==> config.mk <==
export PLATFORM = sky130hd
export DESIGN_NAME = unique_key_fifo_queue
export DESIGN_NICKNAME = d
export VERILOG_FILES = /design/src/design/ukq_pkg.sv /design/src/design/unique_key_fifo_queue.sv
export SDC_FILE = /design/constraint.sdc
export NUM_CORES = 1
export LEC_CHECK = 0
export CORE_UTILIZATION = 50
export DETAILED_ROUTE_END_ITERATION = 8
export DONT_BUFFER_PORTS = 1
export PLACE_DENSITY = 0.64
export SKIP_CTS_REPAIR_TIMING = 1
export SLEW_MARGIN = 10
export SYNTH_ARGS = -nofsm -noshare
export SYNTH_HDL_FRONTEND = slang
export SYNTH_SLANG_ARGS = --single-unit
==> constraint.sdc <==
create_clock -name aclk -period 14.4 [get_ports aclk]
set_clock_uncertainty 0.15 [all_clocks]
set_input_delay 2.88 -clock aclk [delete_from_list [all_inputs] [get_ports aclk]]
set_output_delay 2.88 -clock aclk [all_outputs]
set_load 0.01 [all_outputs]
==> src/design/ukq_pkg.sv <==
`default_nettype none

package ukq_pkg;

    localparam int QUEUE_DEPTH = 16;
    localparam int IDX_W       = $clog2(QUEUE_DEPTH);
    localparam int COUNT_W     = $clog2(QUEUE_DEPTH + 1);
    localparam int DATA_W      = 32;
    localparam int STATUS_W    = 2;
    localparam int ENTRY_W     = 5;

    localparam logic OP_ENQ = 1'b0;
    localparam logic OP_DEQ = 1'b1;

    localparam logic [STATUS_W-1:0] ST_OK    = 2'd0;
    localparam logic [STATUS_W-1:0] ST_DUP   = 2'd1;
    localparam logic [STATUS_W-1:0] ST_EMPTY = 2'd2;
    localparam logic [STATUS_W-1:0] ST_FULL  = 2'd3;

    typedef struct packed {
        logic                     opcode;
        logic signed [DATA_W-1:0] item_key;
        logic signed [DATA_W-1:0] item_value;
    } in_t;

    typedef struct packed {
        logic [STATUS_W-1:0]      status;
        logic signed [DATA_W-1:0] out_key;
        logic signed [DATA_W-1:0] out_value;
        logic [ENTRY_W-1:0]       entry_count;
        logic                     is_empty;
    } out_t;

endpackage

`default_nettype wire

==> src/design/unique_key_fifo_queue.sv <==
`default_nettype none
// Enqueue: the item enters S_SCAN, where one comparator walks the held keys one slot a
// cycle from the head, then S_DONE loads the result register; a duplicate hit ends early.
// Dequeue: S_DEQ waits on the registered store read of the head; empty goes to S_DONE.
// One item in flight: s_ready returns as the result register loads, and an untaken
// result holds the sequencer in its last state.
// Reset (aresetn, synchronous, active low) clears head/tail pointers, count and control only.
module unique_key_fifo_queue (
    input  wire logic         aclk,
    input  wire logic         aresetn,
    input  wire logic         s_valid,
    output logic              s_ready,
    input  wire ukq_pkg::in_t s_data,
    output logic              m_valid,
    input  wire logic         m_ready,
    output ukq_pkg::out_t     m_data
);
    import ukq_pkg::*;

    // sequencer states
    localparam logic [1:0] S_IDLE = 2'd0;
    localparam logic [1:0] S_SCAN = 2'd1;  // duplicate search over held keys
    localparam logic [1:0] S_DEQ  = 2'd2;  // head read in flight
    localparam logic [1:0] S_DONE = 2'd3;  // commit and load result

    localparam logic [IDX_W-1:0]   LAST_IDX  = IDX_W'(QUEUE_DEPTH - 1);
    localparam logic [COUNT_W-1:0] FULL_CNT  = COUNT_W'(QUEUE_DEPTH);

    // ring store
    logic signed [DATA_W-1:0] key_mem [QUEUE_DEPTH];
    logic signed [DATA_W-1:0] val_mem [QUEUE_DEPTH];
    logic signed [DATA_W-1:0] key_rd_reg;
    logic signed [DATA_W-1:0] val_rd_reg;
    logic                     mem_we;

    logic [1:0]         state_reg,   state_next;
    logic [IDX_W-1:0]   head_reg,    head_next;
    logic [IDX_W-1:0]   tail_reg,    tail_next;
    logic [COUNT_W-1:0] occ_reg,     occ_next;
    logic [IDX_W-1:0]   rd_ptr_reg,  rd_ptr_next;
    logic [COUNT_W-1:0] rd_cnt_reg,  rd_cnt_next;
    logic               pend_reg,    pend_next;   // read data awaits compare
    logic               dup_reg,     dup_next;
    in_t                item_reg,    item_next;
    logic               m_valid_reg, m_valid_next;
    out_t               m_data_reg,  m_data_next;

    logic [COUNT_W+ENTRY_W-1:0] occ_wide;

    function automatic logic [IDX_W-1:0] wrap_inc(input logic [IDX_W-1:0] idx);
        return (idx == LAST_IDX) ? '0 : idx + 1'b1;
    endfunction

    assign s_ready = (state_reg == S_IDLE);
    assign m_valid = m_valid_reg;
    assign m_data  = m_data_reg;

    always_ff @(posedge aclk) begin
        if (mem_we) begin
            key_mem[tail_reg] <= item_reg.item_key;
            val_mem[tail_reg] <= item_reg.item_value;
        end
        key_rd_reg <= key_mem[rd_ptr_reg];
        val_rd_reg <= val_mem[rd_ptr_reg];
    end

    always_comb begin
        state_next   = state_reg;
        head_next    = head_reg;
        tail_next    = tail_reg;
        occ_next     = occ_reg;
        rd_ptr_next  = rd_ptr_reg;
        rd_cnt_next  = rd_cnt_reg;
        pend_next    = pend_reg;
        dup_next     = dup_reg;
        item_next    = item_reg;
        m_valid_next = m_valid_reg;
        m_data_next  = m_data_reg;
        mem_we       = 1'b0;
        occ_wide     = '0;

        if (m_valid_reg && m_ready) begin
            m_valid_next = 1'b0;
        end

        case (state_reg)
            S_IDLE: begin
                if (s_valid) begin
                    item_next   = s_data;
                    rd_ptr_next = head_reg;
                    rd_cnt_next = '0;
                    pend_next   = 1'b0;
                    dup_next    = 1'b0;
                    if (s_data.opcode == OP_ENQ) begin
                        state_next = S_SCAN;
                    end else if (occ_reg == '0) begin
                        state_next = S_DONE;
                    end else begin
                        state_next = S_DEQ;
                    end
                end
            end
            S_SCAN: begin
                // compare the slot read last cycle while the next read issues
                if (pend_reg && (key_rd_reg == item_reg.item_key)) begin
                    dup_next   = 1'b1;
                    state_next = S_DONE;
                end else if (rd_cnt_reg < occ_reg) begin
                    rd_ptr_next = wrap_inc(rd_ptr_reg);
                    rd_cnt_next = rd_cnt_reg + 1'b1;
                    pend_next   = 1'b1;
                end else begin
                    state_next = S_DONE;
                end
            end
            S_DEQ: begin
                state_next = S_DONE;
            end
            S_DONE: begin
                if (!m_valid_reg || m_ready) begin
                    m_data_next.status    = ST_OK;
                    m_data_next.out_key   = '0;
                    m_data_next.out_value = '0;
                    if (item_reg.opcode == OP_ENQ) begin
                        if (dup_reg) begin
                            m_data_next.status = ST_DUP;
                        end else if (occ_reg == FULL_CNT) begin
                            m_data_next.status = ST_FULL;
                        end else begin
                            mem_we    = 1'b1;
                            tail_next = wrap_inc(tail_reg);
                            occ_next  = occ_reg + 1'b1;
                        end
                    end else begin
                        if (occ_reg == '0) begin
                            m_data_next.status = ST_EMPTY;
                        end else begin
                            m_data_next.out_key   = key_rd_reg;
                            m_data_next.out_value = val_rd_reg;
                            head_next = wrap_inc(head_reg);
                            occ_next  = occ_reg - 1'b1;
                        end
                    end
                    occ_wide                = {{ENTRY_W{1'b0}}, occ_next};
                    m_data_next.entry_count = occ_wide[ENTRY_W-1:0];
                    m_data_next.is_empty    = (occ_next == '0);
                    m_valid_next            = 1'b1;
                    state_next              = S_IDLE;
                end
            end
            default: begin
                state_next = S_IDLE;
            end
        endcase
    end

    always_ff @(posedge aclk) begin
        if (!aresetn) begin
            state_reg   <= S_IDLE;
            head_reg    <= '0;
            tail_reg    <= '0;
            occ_reg     <= '0;
            pend_reg    <= 1'b0;
            dup_reg     <= 1'b0;
            m_valid_reg <= 1'b0;
        end else begin
            state_reg   <= state_next;
            head_reg    <= head_next;
            tail_reg    <= tail_next;
            occ_reg     <= occ_next;
            pend_reg    <= pend_next;
            dup_reg     <= dup_next;
            m_valid_reg <= m_valid_next;
        end
    end

    // payload and scan pointers need no reset
    always_ff @(posedge aclk) begin
        rd_ptr_reg <= rd_ptr_next;
        rd_cnt_reg <= rd_cnt_next;
        item_reg   <= item_next;
        m_data_reg <= m_data_next;
    end

endmodule

`default_nettype wire
==> reports/results.tsv <==
stage	metric	value	unit
drt	antenna viol nets, final	0	
pwr	total power	9.90	mW
logic_synthesis	syn_nets	2043	
drt	Via density	5.86	
logic_synthesis	Post-synth EDFFs	1170	
layout	fin cells	3383	
layout	# fillers	6585	
logic_synthesis	number of synthesized register bits	1252	
worst_setup_path	r2r worst-path depth	5	
sta	Final setup viols	0	
placed_design	Placed Cells incl. Taps	3143	
sta	Final Hold Fails	0	
placed_design	PortBufs	0	
pwr	Pleak	16.3	nW
clock_tree	H-tree levels	4	
hold_path	hold endpoint	m_data[37]	
grt	gr ovfl total	0	
clock_tree	CTS buffer count	130	
sta	final worst path period share	0.407	
logic_synthesis	Seq/Total Area, Yosys	0.792	
drt	DRC viols	0	
drt	drt pass-1 iters	5	
logic_synthesis	Synth area leader	edfxtp_1	
layout	Util after Layout	0.568	
logic_synthesis	post-synthesis cell count	1958	
clock_tree	Num Clock Sinks	1252	
placed_design	dpl ws	7.66	ns
clock_tree	Clock Latency Late Sink	0.71	ns
worst_setup_path	Req. time, crit path	14.58	ns
die	Starting Density	0.506	
logic_synthesis	Ys Warns	0	
sta	RSZ-0062 raised after global routing	false	
die	die footprint	94000	um^2
logic_synthesis	Async S/R FF share, synth	0	
worst_setup_path	Setup CP Type	input port to flop	
hold_path	WHS Path Cells	1	
logic_synthesis	Synth Flop Type	edfxtp_1	
layout	area grow syn2layout	12.3	%
grt	number of antenna violations at the first check in global routing	6	
logic_synthesis	Yosys cell types	49	
clock_tree	root buffer cell	clkbuf_16	
drt	Avg WL per Cell	27.5	um
hold_path	min-delay worst type	flop to flop	
sta	final hold slack	0.347	ns
logic_synthesis	syn_area_per_cell	23.7	um^2
worst_setup_path	Critical Path Sink Type	flop	
worst_setup_path	Arr. time, crit path	6.05	ns
sta	Max Freq	170	MHz
sta	total negative setup slack	0	ns
grt	Global Route Usage Sum	0.204	
worst_setup_path	Reg-to-Reg Start	rd_ptr_reg[0]	
sta	min Tclk post-route	5.87	ns
drt	via count	19800	
worst_setup_path	CP startpoint kind	input port	
drt	Routed WL	93.0	mm
placed_design	DP HPWL	50.7	mm
drt	initial drt markers	1817	
grt	number of global-route vias before repair	21000	
worst_setup_path	setup slack, reg-to-reg	10.10	ns
clock_tree	Clock transition at path regs	0.06	ns
die	cell row count	111	
run	Max-Cap Viols	0	
placed_design	Area after DPL	47900	um^2
worst_setup_path	crit path max fanout	39	
clock_tree	CTS tree	yes	
status	outcome	completed	
clock_tree	clock buffer depth	3	
grt	largest net degree at the start of global routing	158	
pwr	pwr/cell area	190	nW/um^2
layout	commonest non-fill, non-tap cell in the layout	edfxtp_1	
sta	Slew headroom	0.212	
die	Die Y	307	um
worst_setup_path	reg-to-reg endpoint	val_rd_reg[12]	
logic_synthesis	Cell Area, Synth	46400	um^2
layout	Design Area, Final	52100	um^2
hold_path	Hold Path Origin	val_rd_reg[31]	
layout	Final nets	2118	
layout	most frequent cells in the layout	edfxtp_1 (1,170), mux4_2 (320), clkbuf_16 (137)	
placed_design	global placer's final weighted congestion	0.758	
die	core area	91800	um^2
logic_synthesis	Synth top area share	0.757	
logic_synthesis	synth top area cells	edfxtp_1 (76%), mux4_2 (16%), dfxtp_1 (3.5%)	
layout	share of cells above drive strength 1	0.264	
sta	Slew Viols, Final	0	
sta	Final WS setup	8.53	ns
grt	first-pass GRT wire length	139	mm
pwr	Worst IR Drop VDD	0.175	mV
die	Top Ports	143	
sta	Worst-Margin Slew	1.18	ns
die	Die Span X	307	um
## worst max-delay path by stage
stage                       to    start  slack [ns]  depth (start not counted)
5_1_grt        val_mem[11][30]  m_ready        8.30                          7
3_5_place_dp    val_mem[4][16]  m_ready        7.66                          7
6_report       key_mem[15][12]  m_ready        8.53                          7
4_1_cts         val_mem[4][29]  m_ready        8.43                          7
3_3_place_gp    val_mem[4][24]  m_ready        7.75                          7
2_1_floorplan    key_mem[3][0]  m_ready        5.69                          7
## kinds of logic (layout without fill, tap and decap cells)
| kind of cell | after synthesis | after routing | share of synthesized area |
|---|---|---|---|
| compound gates | 51 | 51 | 0.00696 |
| xor+xnor | 40 | 40 | 0.00755 |
| fa+ha+maj | 16 | 16 | 0.00431 |
| buf+inv | 102 | 283 | 0.0118 |
| flops | 1252 | 1252 | 0.792 |
| mux | 326 | 326 | 0.157 |
| other cells | 0 | 1 | 0 |
| simple gates | 171 | 171 | 0.0203 |
## per-layer routing
| metal | GRT usage | wire (um) |
|---|---|---|
| met5 | 0 | 13 |
| met4 | 0.0603 | 1930 |
| met3 | 0.0385 | 4850 |
| met2 | 0.326 | 46100 |
| met1 | 0.288 | 40000 |
## layout make-up
type,count,area [um^2],share of cell area
clock buffer,178,3660,0.0703
multi-input combinational,604,9210,0.177
sequential,1252,36800,0.706
clock inverter,60,551,0.0106
antenna,1,2.50,0.0000480
timing repair buffer,32,298,0.00572
inverter,13,53.8,0.00103
tap,1243,1560,0.0298
## synth_stat cells (2+ instances only)
cell,number
o31ai_1,3
nor3b_1,2
buf_1,7
nand2b_1,5
buf_2,13
dfxtp_1,82
or3_1,3
a211oi_1,3
nor4_1,8
a31oi_1,4
buf_6,14
ha_1,16
mux2_2,4
mux4_2,320
mux2i_1,2
clkbuf_1,44
nand2_1,20
buf_4,11
and2_1,69
nand3_1,8
xor2_1,35
a21oi_1,22
nor2_1,34
a311oi_1,2
xnor2_1,5
o21ai_0,5
inv_1,13
edfxtp_1,1170
nor2b_1,5
nor3_1,10
## worst max-delay path, stage by stage
cell and delay (ns):
nor2b_1 0.05, nand2b_1 0.27, inv_4 0.47, and3_1 0.44, nand2_1 0.31, nor2_4 0.82
buf_4 0.68
## report_power, final
part	leakage [nW]	switching [mW]	total (mW)	internal [mW]
Clock	2.06	1.35	3.27	1.92
Combinational	2.95	0.959	1.96	1.00
Sequential	11.3	0.294	4.67	4.38
Total	16.3	2.61	9.90	7.29
No activity file was read; power rests on OpenSTA's default activity.
